<file path="config.mk">
export PLATFORM = sky130hd
export DESIGN_NAME = ndbm_out_buf_flat
export DESIGN_NICKNAME = d
export VERILOG_FILES = /design/src/ndbm_pkg.sv /design/src/ndbm_if.sv /design/src/ndbm_out_buf.sv /design/src/flat_wrapper.sv
export SDC_FILE = /design/constraint.sdc
export NUM_CORES = 1
export LEC_CHECK = 0
export BUFFER_PORTS_ARGS = -buffer_cell sky130_fd_sc_hd__buf_2
export CAP_MARGIN = 0
export CORE_ASPECT_RATIO = 1.25
export CORE_MARGIN = 4
export CORE_UTILIZATION = 45
export CTS_CLUSTER_SIZE = 24
export DETAILED_ROUTE_END_ITERATION = 10
export PLACE_DENSITY = 0.77
export SLEW_MARGIN = 20
export SYNTH_ARGS = -nofsm -noshare
export SYNTH_HDL_FRONTEND = slang
export SYNTH_SLANG_ARGS = --single-unit
</file>
<file path="constraint.sdc">
create_clock -name clk -period 10.9 [get_ports clk]
set_input_delay 3.27 -clock clk [delete_from_list [all_inputs] [get_ports clk]]
set_output_delay 3.27 -clock clk [all_outputs]
set_load 0.005 [all_outputs]
</file>
<file path="src/ndbm_pkg.sv">
`timescale 1ns / 1ps
// ----------------------------------------------------------------------------
// ndbm_pkg
// Widths, payload types and the shared fold step for the NTT DIF butterfly.
// ----------------------------------------------------------------------------
package ndbm_pkg;

    localparam int MOD_BITS  = 52;
    localparam int LAZY_BITS = MOD_BITS + 1;

    typedef logic [MOD_BITS-1:0]  mod_t;
    typedef logic [LAZY_BITS-1:0] lazy_t;

    // modulus after reset, kept to MOD_BITS bits
    localparam mod_t MOD_RESET = MOD_BITS'(64'd3923057487904769);

    typedef struct packed {
        lazy_t upper;
        lazy_t lower;
        mod_t  twiddle;
    } operands_t;

    typedef struct packed {
        mod_t upper;
        mod_t lower;
        mod_t twiddle;
    } residues_t;

    typedef struct packed {
        lazy_t sum;
        logic  range_error;
    } side_t;

    typedef struct packed {
        lazy_t sum;
        mod_t  product;
        logic  range_error;
    } result_t;

    // t < 2p  ->  t mod p
    function automatic mod_t fold_once(input lazy_t t, input mod_t p);
        logic [LAZY_BITS:0] diff;
        diff = {1'b0, t} - {2'b00, p};
        return diff[LAZY_BITS] ? t[MOD_BITS-1:0] : diff[MOD_BITS-1:0];
    endfunction

endpackage

</file>
<file path="src/ndbm_if.sv">


interface ndbm_result_if;
    logic              valid;
    logic              ready;
    ndbm_pkg::lazy_t   sum_out;
    ndbm_pkg::mod_t    product_out;
    logic              range_error;

    modport source (output valid, output sum_out, output product_out,
                    output range_error, input ready);
    modport sink   (input valid, input sum_out, input product_out,
                    input range_error, output ready);
endinterface


</file>
<file path="src/ndbm_out_buf.sv">
`timescale 1ns / 1ps
// ----------------------------------------------------------------------------
// ndbm_out_buf
// Two-entry result buffer; its fill level alone sets the pipeline advance.
// ----------------------------------------------------------------------------
module ndbm_out_buf (
    input  logic                 clk,
    input  logic                 rst_n,
    input  logic                 push_valid,
    input  ndbm_pkg::result_t    push_result,
    output logic                 adv,
    ndbm_result_if.source        result
);

    logic [1:0]        count_reg;
    logic [1:0]        count_next;
    ndbm_pkg::result_t head_reg;
    ndbm_pkg::result_t head_next;
    ndbm_pkg::result_t tail_reg;
    ndbm_pkg::result_t tail_next;
    logic              push;
    logic              pop;

    assign adv  = (count_reg != 2'd2);
    assign push = push_valid && adv;
    assign pop  = result.valid && result.ready;

    always_comb
    begin
        count_next = count_reg;
        head_next  = head_reg;
        tail_next  = tail_reg;
        unique case ({push, pop})
            2'b10:
            begin
                if (count_reg == 2'd0)
                begin
                    head_next = push_result;
                end
                else
                begin
                    tail_next = push_result;
                end
                count_next = count_reg + 2'd1;
            end
            2'b01:
            begin
                head_next  = tail_reg;
                count_next = count_reg - 2'd1;
            end
            2'b11:
            begin
                // only reached with one entry held
                head_next = push_result;
            end
            2'b00:
            begin
                count_next = count_reg;
            end
        endcase
    end

    always_ff @(posedge clk or negedge rst_n)
    begin
        if (!rst_n)
        begin
            count_reg <= 2'd0;
        end
        else
        begin
            count_reg <= count_next;
        end
    end

    always_ff @(posedge clk)
    begin
        head_reg <= head_next;
        tail_reg <= tail_next;
    end

    assign result.valid       = (count_reg != 2'd0);
    assign result.sum_out     = head_reg.sum;
    assign result.product_out = head_reg.product;
    assign result.range_error = head_reg.range_error;

endmodule

</file>
<file path="src/flat_wrapper.sv">
// flat-port wrapper written by rule: the top's interface ports become plain ports
module ndbm_out_buf_flat 
  (clk, rst_n, push_valid, push_result, adv, result_valid, result_sum_out, result_product_out, result_range_error, result_ready);
  ndbm_result_if result_i ();
  input  logic clk;
  input  logic rst_n;
  input  logic push_valid;
  input  ndbm_pkg::result_t push_result;
  output logic adv;
  output wire logic [$bits(result_i.valid)-1:0] result_valid;
  output wire logic [$bits(result_i.sum_out)-1:0] result_sum_out;
  output wire logic [$bits(result_i.product_out)-1:0] result_product_out;
  output wire logic [$bits(result_i.range_error)-1:0] result_range_error;
  input wire logic [$bits(result_i.ready)-1:0] result_ready;
  assign result_valid = result_i.valid;
  assign result_sum_out = result_i.sum_out;
  assign result_product_out = result_i.product_out;
  assign result_range_error = result_i.range_error;
  assign result_i.ready = result_ready;
  ndbm_out_buf u_core (.clk(clk), .rst_n(rst_n), .push_valid(push_valid), .push_result(push_result), .adv(adv), .result(result_i));
endmodule
</file>
==> results of run 1 <==
## cells by family after synthesis
group	count (synthesis)	share of synthesized area (%)
AOI/OAI and AO/OA	1	0.06319
muxes	106	16.51
xor gates and xnor gates	3	0.3321
and+or+nand+nor	7	0.3954
adders and majority gates	2	0.3162
DFF	214	81.09
buffers and inverters	15	1.297
## layer usage
metal	GRT usage, %	part of all wire, %
met1	17.83	39
met2	26.29	51
met3	4.746	8.6
met4	3.526	1.3
met5	0	0.084
## layout make-up
class                           count  area, um2  share of cell area (%)
Clock inverter                     14      138.9                   1.391
Inverter                            3      11.26                  0.1128
Tap cell                          220      275.3                   2.758
Multi-Input combinational cell    119       1421                   14.24
Sequential cell                   214       6416                   64.28
Timing Repair Buffer              221       1136                   11.38
Clock buffer                       25      583.1                   5.841
## worst min-delay path by stage
| stage | from | to |
|---|---|---|
| after floorplan | u_core.count_reg[1]$_DFFE_PN0P_ | u_core.count_reg[1]$_DFFE_PN0P_ |
| after global placement | u_core.count_reg[1]$_DFFE_PN0P_ | u_core.count_reg[1]$_DFFE_PN0P_ |
| after detailed placement | u_core.count_reg[1]$_DFFE_PN0P_ | u_core.count_reg[1]$_DFFE_PN0P_ |
| after CTS | u_core.count_reg[1]$_DFFE_PN0P_ | u_core.count_reg[1]$_DFFE_PN0P_ |
| after global routing | u_core.count_reg[1]$_DFFE_PN0P_ | u_core.count_reg[1]$_DFFE_PN0P_ |
| final | u_core.count_reg[1]$_DFFE_PN0P_ | u_core.count_reg[1]$_DFFE_PN0P_ |
## metrics by stage
stage	utilization [%]	instance area [um2]
after floorplan	-	7913
after global placement	54.17	9233
after detailed placement	54.17	9233
after CTS	58.41	9955
after global routing	58.57	9982
final	58.57	9982
## power breakdown
group	total, W	internal (W)	leakage (nW)	switching (W)
Combinational	0.000537	0.000243	1.45	0.000294
Clock	0.000740	0.000452	0.353	0.000287
Sequential	0.00128	0.00122	2.04	0.0000625
Total	0.00256	0.00191	3.84	0.000644
## worst max-delay path, delay by kind of cell
family | cells | cell delay (ps)
adders and majority gates | 1 | 540
muxes | 1 | 430
AOI/OAI and AO/OA | 1 | 190
buffers and inverters | 3 | 1110
## layout by cell type (no fill, tap or decap), drive strengths merged, types with 2 or more instances in the layout
| master | instances |
|---|---|
| clkinv | 11 |
| ha | 2 |
| nand2 | 3 |
| nor2 | 2 |
| inv | 3 |
| mux2 | 106 |
| clkbuf | 25 |
| xnor2 | 2 |
| buf | 221 |
| edfxtp | 212 |
| bufinv | 3 |
| dfrtp | 2 |
==> out/results.txt, run 1 <==
run status - finished, final reports clean
number of flip-flops in the largest register - 106
count of cells along the worst register-to-register path - 5
Final Instance Count excl. Fillers - 816
post-CTS repair timing setup buffer count - 0
half-perimeter wire length after placement - 10400 um
Final TNS setup - 0 ps
final setup slack of the worst path - 5489 ps
start-to-end type of the worst setup path - in -> reg
most common cell in the synthesized netlist - sky130_fd_sc_hd__edfxtp_1
cells along the critical path - buf_2 > o21ai_0 > inv_1 > ha_4 > buf_4 > mux2_2
worst rel slew slack - 30.96%
H-tree levels - 1
Post-synth EDFFs - 212
fraction of synthesized cell area taken by the top area cell type - 80.46%
Post-CTS Hold Buffers - 0
Fin Clk Skew - 12.76 ps
max-slew violation count - 0
number of global-route vias before repair - 4422
crit path launch type - input port
# setup viols final - 0
highest attainable clock frequency - 184.8 MHz
cell types occupying the most area after synthesis - sky130_fd_sc_hd__edfxtp_1 (80%), sky130_fd_sc_hd__mux2_2 (11%), sky130_fd_sc_hd__mux2_4 (5.7%)
termination of the worst setup path - u_core.result.product_out[25]$_DFFE_PP_
count of distinct cell types in the synthesized netlist - 15
clock latency on the worst-skew pair - 490 ps
Congestion Overflow GR - 0
number of placed cells counting well taps - 776
last weighted congestion value of the routability-driven placer - 0.7528
Total GRT Usage - 14.88%
cell count after synthesis - 348
primary flip-flop cell chosen by synthesis mapping - sky130_fd_sc_hd__edfxtp_1
post-cts repair resize count - 0
average via count per standard cell - 4.951
pin count of the biggest net entering global routing - 74
part of the Yosys area used for sequential elements - 81.09%
worst setup path startpoint - result_ready
DRT antenna net count - 0
count of state elements after synthesis - 214
number of iterations in the first detailed-routing pass - 4
largest stage delay on the critical path - 860 ps
leading area contributor after synthesis - sky130_fd_sc_hd__edfxtp_1
R2R Path Start - u_core.count_reg[0]$_DFFE_PN0P_
initial antenna violation count - 1
ant diodes - 0
layout filler cell count - 1295
total CTS buffers - 22
summed instance area of the synthesized netlist - 7913 um2
Worst IR Drop VDD - 0.0002114 V
TritonCTS clock tree - done
CP arrival - 5640 ps
layout overhead on the synthesized area - 26.15%
num rows - 53
overall power of the completed layout - 0.002557 W
count of unresolved DRC violations after routing - 0
Power per Cell Area - 256.2 nW/um2
transition time of the tightest slew-check pin - 1036 ps
slowest CP cell - sky130_fd_sc_hd__buf_4
Clk Tree Root Cell - sky130_fd_sc_hd__clkbuf_16
clock sink total - 214
endpoint kind of the worst setup timing path - flop
biggest fanout along the worst timing path - 68
number of maximum-capacitance violations - 0
net count after synthesis - 460
worst flop-to-flop path endpoint - u_core.tail_reg[16]$_DFFE_PP_
setup repair after global routing missed its margin - no
Die H - 156.3 um
mean area per synthesized cell - 22.74 um2
number of vias in the routed layout - 4040
clock transition at the register clock pins on the worst setup and hold paths after CTS - 60 ps
fraction of layout cells with a size suffix above 1 - 60.23%
number of hold violations in the final report - 0
initial standard-cell utilization of the core - 46.43%
number of cells traversed by the worst hold path - 1
die area - 19780 um2
iteration-0 DRC count of the detailed router - 232
required time of the critical path - 11130 ps
worst hold slack - 516.1 ps
Core Footprint - 17040 um2
Yosys warning total - 0
number of I/O pins - 218
total wire length after detailed routing - 15420 um
Horiz. Die Dim - 126.6 um
R2R Setup Slk - 7860 ps
final worst path period share - 49.64%
leakage power total - 3.835 nW
minimum period implied by the final worst setup slack - 5411 ps
wire length of the first global-routing pass - 23550 um
Commonest cells post-synth - sky130_fd_sc_hd__edfxtp_1 (212), sky130_fd_sc_hd__mux2_2 (76), sky130_fd_sc_hd__mux2_4 (30)
number of buffer cells added on primary ports - 217
maximum number of buffers from clock root to sink - 3
wire length per cell after detailed routing - 18.90 um
pre-CTS setup slack - 4833 ps
layout net count - 693
share of flip-flops with an asynchronous set or reset after synthesis - 0.9346%
path class of the lowest-slack min-delay path - reg -> reg
Note: power is estimated with default switching activity, not from simulation.
==> inputs of run 2 (changes only) <==
clock period = 5.2 ns   (was 10.9 ns; I/O delays follow)
==> run 2 against run 1 <==
  * Setup slack got worse by 3400 ps
  * Critical path depth unchanged
  * Combinational power increased by 110%
  * Worst hold slack improved by 23 ps
  * Clock-buffer cell count unchanged
  * Die area unchanged
  * First-iteration DRC count decreased by 17%
  * Flip-flop and latch count unchanged
  * Highest routed layer unchanged
  * Register-to-register slack got worse by 5200 ps
  * Clock skew increased by 3.1 ps
  * Power increased by 110%
  * Wire length increased by 0.27%
==> out/results.txt, run 2 (synthesized netlist as in run 1, its figures left out) <==
clock transition at the register clock pins on the worst setup and hold paths after CTS - 60 ps (about the same)
clock sink total - 214 (unchanged)
highest attainable clock frequency - 316.7 MHz
Die H - 156.3 um (unchanged)
clock latency on the worst-skew pair - 490 ps (about the same)
fraction of layout cells with a size suffix above 1 - 60.60% (+0.37 points)
final core area utilization - 58.58% (about the same)
pin count of the biggest net entering global routing - 57 (-23%)
last weighted congestion value of the routability-driven placer - 0.7871 (+4.6%)
relative contribution of the clock network to total power - 28.6% (-0.3 points)
Power per Cell Area - 533.7 nW/um2 (+110%)
worst rel slew slack - 46.72% (+16 points)
wire length of the first global-routing pass - 24070 um (+2.2%)
layout net count - 695 (+0.29%)
R2R Setup Slk - 2700 ps (-5160 ps)
maximum number of buffers from clock root to sink - 3 (unchanged)
initial antenna violation count - 1 (unchanged)
number of buffer cells added on primary ports - 217 (unchanged)
num rows - 53 (unchanged)
number of cells traversed by the worst hold path - 1 (unchanged)
# setup viols final - 0 (unchanged)
worst flop-to-flop path endpoint - u_core.result.sum_out[14]$_DFFE_PP_
slowest CP cell - sky130_fd_sc_hd__ha_4
setup repair after global routing missed its margin - no
run status - finished, final reports clean
post-cts repair resize count - 0 (unchanged)
count of unresolved DRC violations after routing - 0 (unchanged)
Post-CTS Hold Buffers - 0 (unchanged)
layout overhead on the synthesized area - 26.17% (about the same)
cells along the critical path - buf_2 > o21ai_0 > inv_1 > ha_4 > buf_4 > mux2_2
most frequent standard cell in the layout excluding fill and tap cells - sky130_fd_sc_hd__buf_2
half-perimeter wire length after placement - 10660 um (+2.6%)
DRT antenna net count - 0 (unchanged)
number of hold violations in the final report - 0 (unchanged)
Worst IR Drop VDD - 0.0003575 V (+69%)
number of I/O pins - 218 (unchanged)
Fin Clk Skew - 15.89 ps (+3.135 ps)
total CTS buffers - 22 (unchanged)
R2R Path Start - u_core.count_reg[0]$_DFFE_PN0P_
Horiz. Die Dim - 126.6 um (unchanged)
wire length per cell after detailed routing - 18.86 um (-0.22%)
transition time of the tightest slew-check pin - 799.2 ps (-236.5 ps)
Gate power share - 21.0% (about the same)
Final TNS setup - 0 ps (unchanged)
endpoint kind of the worst setup timing path - flop
iteration-0 DRC count of the detailed router - 193 (-17%)
final worst path period share - 60.73%
average via count per standard cell - 4.949 (about the same)
H-tree levels - 1 (unchanged)
internal power contribution - 0.003963 W (+110%)
number of global-route vias before repair - 4502 (+1.8%)
worst hold path endpoint - u_core.result.sum_out[2]$_DFFE_PP_
count of cells along the worst register-to-register path - 5 (unchanged)
Total GRT Usage - 15.18% (+0.30 points)
biggest fanout along the worst timing path - 35 (-49%)
path class of the lowest-slack min-delay path - reg -> reg
required time of the critical path - 5430 ps (-5700 ps)
crit path launch type - input port
leakage power total - 3.837 nW (about the same)
largest stage delay on the critical path - 490 ps (-370 ps)
final setup slack of the worst path - 2042 ps (-3447 ps)
post-CTS repair timing setup buffer count - 0 (unchanged)
top library cells by usage in the layout, fill and taps aside - sky130_fd_sc_hd__buf_2 (217), sky130_fd_sc_hd__edfxtp_1 (212), sky130_fd_sc_hd__mux2_2 (76)
max-slew violation count - 0 (unchanged)
die area - 19780 um2 (unchanged)
worst hold slack - 539.0 ps (+22.84 ps)
worst min-delay path startpoint - u_core.tail_reg[55]$_DFFE_PP_
final non-filler cell area - 9983 um2 (about the same)
number of iterations in the first detailed-routing pass - 4 (unchanged)
minimum period implied by the final worst setup slack - 3158 ps
area after detailed placement - 9268 um2 (+0.38%)
Congestion Overflow GR - 0 (unchanged)
switching power - 0.001365 W (+110%)
register share of total power - 50.4% (+0.3 points)
total wire length after detailed routing - 15470 um (+0.27%)
CP arrival - 3390 ps (-2250 ps)
TritonCTS clock tree - done
start-to-end type of the worst setup path - in -> reg
Clk Tree Root Cell - sky130_fd_sc_hd__clkbuf_16
pre-CTS setup slack - 1507 ps (-3326 ps)
net switching fraction of the power - 25.61% (+0.45 points)
initial standard-cell utilization of the core - 46.43% (unchanged)
number of maximum-capacitance violations - 0 (unchanged)
Core Footprint - 17040 um2 (unchanged)
number of vias in the routed layout - 4058 (+0.45%)
number of flip-flops in the largest register - 106 (unchanged)
[run 2: changes by cell type in the layout (fill, tap and decap cells not counted)]
cell / previous run / this run
sky130_fd_sc_hd__buf_4: 3 / 5
sky130_fd_sc_hd__buf_12: 0 / 1
sky130_fd_sc_hd__clkinv_8: 0 / 1
sky130_fd_sc_hd__clkinv_2: 2 / 4
sky130_fd_sc_hd__clkinvlp_4: 0 / 1
sky130_fd_sc_hd__bufinv_16: 3 / 2
sky130_fd_sc_hd__clkinv_4: 1 / 0
sky130_fd_sc_hd__buf_16: 1 / 0
sky130_fd_sc_hd__diode_2: 0 / 1
sky130_fd_sc_hd__clkinv_1: 8 / 7
[run 2: worst max-delay path by stage]
stage                 start                                       to  cells past startpoint
6_report       result_ready      u_core.result.sum_out[14]$_DFFE_PP_                      6
5_1_grt        result_ready      u_core.result.sum_out[14]$_DFFE_PP_                      6
4_1_cts        result_ready      u_core.result.sum_out[14]$_DFFE_PP_                      6
3_5_place_dp   result_ready  u_core.result.product_out[20]$_DFFE_PP_                      6
3_3_place_gp   result_ready       u_core.result.sum_out[9]$_DFFE_PP_                      6
2_1_floorplan  result_ready             u_core.tail_reg[0]$_DFFE_PP_                      3
[run 2: worst max-delay path: cells and delay by family]
kind	cells	cell delay [ps]
AOI/OAI and AO/OA	1	190
muxes	1	400
adders and majority gates	1	490
buffers and inverters	3	710
[run 2: power groups by stage]
| stage | clock network, W | logic (W) | registers (W) |
|---|---|---|---|
| 5_1_grt | 0.00164 | 0.00122 | 0.00273 |
| 3_5_place_dp | 0 | 0.00115 | 0.00272 |
| 6_report | 0.00152 | 0.00112 | 0.00268 |
| 3_3_place_gp | 0 | 0.00111 | 0.00270 |
| 4_1_cts | 0.00157 | 0.00115 | 0.00269 |
| 2_1_floorplan | 0 | 0.000595 | 0.00278 |
[run 2: cell type report]
type / instances / area [um2]
well taps: 220 / 275.3
repair buffers: 223 / 1144
multi-input cells: 119 / 1421
flip-flops and latches: 214 / 6416
diodes: 1 / 2.502
clock inverters: 15 / 130.1
inverters: 3 / 11.26
fillers: 1274 / 7059
clock buffers: 25 / 583.1
[run 2: layer usage]
metal / GRT usage, % / part of all wire (%) / vias up
met5: 0 / 0.045 / -
met4: 4.139 / 1.8 / 2
met3: 4.746 / 9.3 / 20
met2: 26.97 / 52 / 168
met1: 17.86 / 37 / 2012
li1: - / - / 1856
[run 2: metrics by stage]
| stage | cells | total power (W) |
|---|---|---|
| global route | 819 | 0.005594 |
| floorplan | 348 | 0.003371 |
| finish | 820 | 0.005328 |
| detailed placement | 779 | 0.003873 |
| CTS | 819 | 0.005418 |
| global placement | 779 | 0.003814 |
==> inputs of run 3 (changes only) <==
clock period = 3.05 ns   (was 5.2 ns; I/O delays follow)
==> run 3 against run 2 <==
  * Clock-buffer cell count rose by 2
  * Critical path depth fell by 3
  * Worst hold slack got worse by 330 ps
  * Die area did not move
  * Non-clock buffer count did not move
==> out/results.txt, run 3 (synthesized netlist as in run 1, its figures left out) <==
number of flip-flops in the largest register - 106 (unchanged)
pre-CTS setup slack - 568.5 ps (-938.5 ps)
Worst IR Drop VDD - 0.0004753 V (+33%)
post-CTS repair timing setup buffer count - 0 (unchanged)
Final TNS setup - 0 ps (unchanged)
path class of the lowest-slack min-delay path - in -> async
endpoint kind of the worst setup timing path - primary output
number of hold violations in the final report - 0 (unchanged)
Fin Clk Skew - 7.889 ps (-8.004 ps)
setup repair after global routing missed its margin - no
layout net count - 695 (unchanged)
maximum number of buffers from clock root to sink - 3 (unchanged)
fraction of layout cells with a size suffix above 1 - 61.10% (+0.50 points)
iteration-0 DRC count of the detailed router - 203 (+5.2%)
Congestion Overflow GR - 0 (unchanged)
worst rel slew slack - 54.30% (+7.6 points)
num rows - 53 (unchanged)
H-tree levels - 1 (unchanged)
number of iterations in the first detailed-routing pass - 4 (unchanged)
R2R Setup Slk - 970 ps (-1730 ps)
final setup slack of the worst path - 692.1 ps (-1350 ps)
die area - 19780 um2 (unchanged)
required time of the critical path - 2130 ps (-3300 ps)
transition time of the tightest slew-check pin - 685.5 ps (-113.6 ps)
ant diodes - 0 (-1)
wire length per cell after detailed routing - 18.69 um (-0.89%)
Core Footprint - 17040 um2 (unchanged)
layout filler cell count - 1276 (+0.16%)
count of unresolved DRC violations after routing - 0 (unchanged)
clock sink total - 214 (unchanged)
number of vias in the routed layout - 4050 (-0.20%)
number of maximum-capacitance violations - 0 (unchanged)
crit path launch type - flop
final core area utilization - 58.74% (+0.16 points)
Horiz. Die Dim - 126.6 um (unchanged)
max-slew violation count - 0 (unchanged)
clock latency on the worst-skew pair - 480 ps (about the same)
total CTS buffers - 22 (unchanged)
run status - finished, final reports clean
biggest fanout along the worst timing path - 5 (-86%)
leakage power total - 3.840 nW (about the same)
layout overhead on the synthesized area - 26.52%
top library cells by usage in the layout, fill and taps aside - sky130_fd_sc_hd__buf_2 (217), sky130_fd_sc_hd__edfxtp_1 (212), sky130_fd_sc_hd__mux2_2 (76)
minimum period implied by the final worst setup slack - 2358 ps
last weighted congestion value of the routability-driven placer - 0.7263 (-7.7%)
initial antenna violation count - 0 (-1)
half-perimeter wire length after placement - 10460 um (-1.9%)
TritonCTS clock tree - done
post-cts repair resize count - 0 (unchanged)
pin count of the biggest net entering global routing - 107 (+88%)
number of global-route vias before repair - 4322 (-4.0%)
Total GRT Usage - 14.92% (-0.25 points)
# setup viols final - 0 (unchanged)
number of buffer cells added on primary ports - 217 (unchanged)
average via count per standard cell - 4.945 (about the same)
total wire length after detailed routing - 15310 um (-1.0%)
Post-CTS Hold Buffers - 0 (unchanged)
number of placed cells counting well taps - 779 (unchanged)
Die H - 156.3 um (unchanged)
number of I/O pins - 218 (unchanged)
Final Instance Count excl. Fillers - 819 (-0.12%)
CP arrival - 1440 ps (-1950 ps)
DRT antenna net count - 0 (unchanged)
highest attainable clock frequency - 424.1 MHz
overall power of the completed layout - 0.009052 W (+70%)
wire length of the first global-routing pass - 23470 um (-2.5%)
final worst path period share - 77.31%
Clk Tree Root Cell - sky130_fd_sc_hd__clkbuf_16
initial standard-cell utilization of the core - 46.43% (unchanged)
clock transition at the register clock pins on the worst setup and hold paths after CTS - 60 ps (about the same)
Power per Cell Area - 904.2 nW/um2 (+69%)
start-to-end type of the worst setup path - reg -> out
most frequent standard cell in the layout excluding fill and tap cells - sky130_fd_sc_hd__buf_2
run 3: worst paths after layout:
check                                                      from                                      to  cells past startpoint
worst min-delay path                                      rst_n         u_core.count_reg[1]$_DFFE_PN0P_                      1
worst max-delay path            u_core.count_reg[0]$_DFFE_PN0P_                            result_valid                      3
min in group clk                   u_core.tail_reg[7]$_DFFE_PP_  u_core.result.product_out[6]$_DFFE_PP_                      1
max in group asynchronous                                 rst_n         u_core.count_reg[0]$_DFFE_PN0P_                      1
worst min register to register     u_core.tail_reg[7]$_DFFE_PP_  u_core.result.product_out[6]$_DFFE_PP_                      1
worst max register to register  u_core.count_reg[0]$_DFFE_PN0P_  u_core.result.product_out[1]$_DFFE_PP_                      5
run 3: worst max-delay path: stages (launching register included):
cell and delay [ps]:
sky130_fd_sc_hd__dfrtp_1 460, sky130_fd_sc_hd__nor2_1 290, sky130_fd_sc_hd__inv_1 80, sky130_fd_sc_hd__buf_2 130
run 3: final cells by class:
class,count,area (um2),share of cell area (%)
sequential,214,6416,64.09
clock buffer,27,590.6,5.899
inverter,3,11.26,0.1125
multi-input combinational,119,1438,14.36
timing repair buffer,223,1194,11.92
clock inverter,13,86.33,0.8624
tap,220,275.3,2.750
run 3: where the power goes:
| part | switching (W) | internal (W) | leakage (nW) |
|---|---|---|---|
| clock network | 0.00103 | 0.00146 | 0.336 |
| logic | 0.00107 | 0.000919 | 1.47 |
| registers | 0.000226 | 0.00434 | 2.04 |
run 3: metrics by stage:
| stage | hold slack, ps | area, um2 |
|---|---|---|
| after detailed placement | 532.4 | 9334 |
| after CTS | 188.0 | 10010 |
| after global routing | 186.9 | 10010 |
| final | 210.1 | 10010 |
| after global placement | 524.9 | 9334 |
| after floorplan | 523.1 | 7939 |
run 3: per-layer routing:
layer | vias to the layer above | routed length, um | global-route usage, %
met5 | - | 0 | 0
met4 | 0 | 276 | 4.292
met3 | 24 | 1176 | 3.892
met2 | 162 | 8037 | 26.08
met1 | 2012 | 5817 | 18.38
li1 | 1852 | - | -
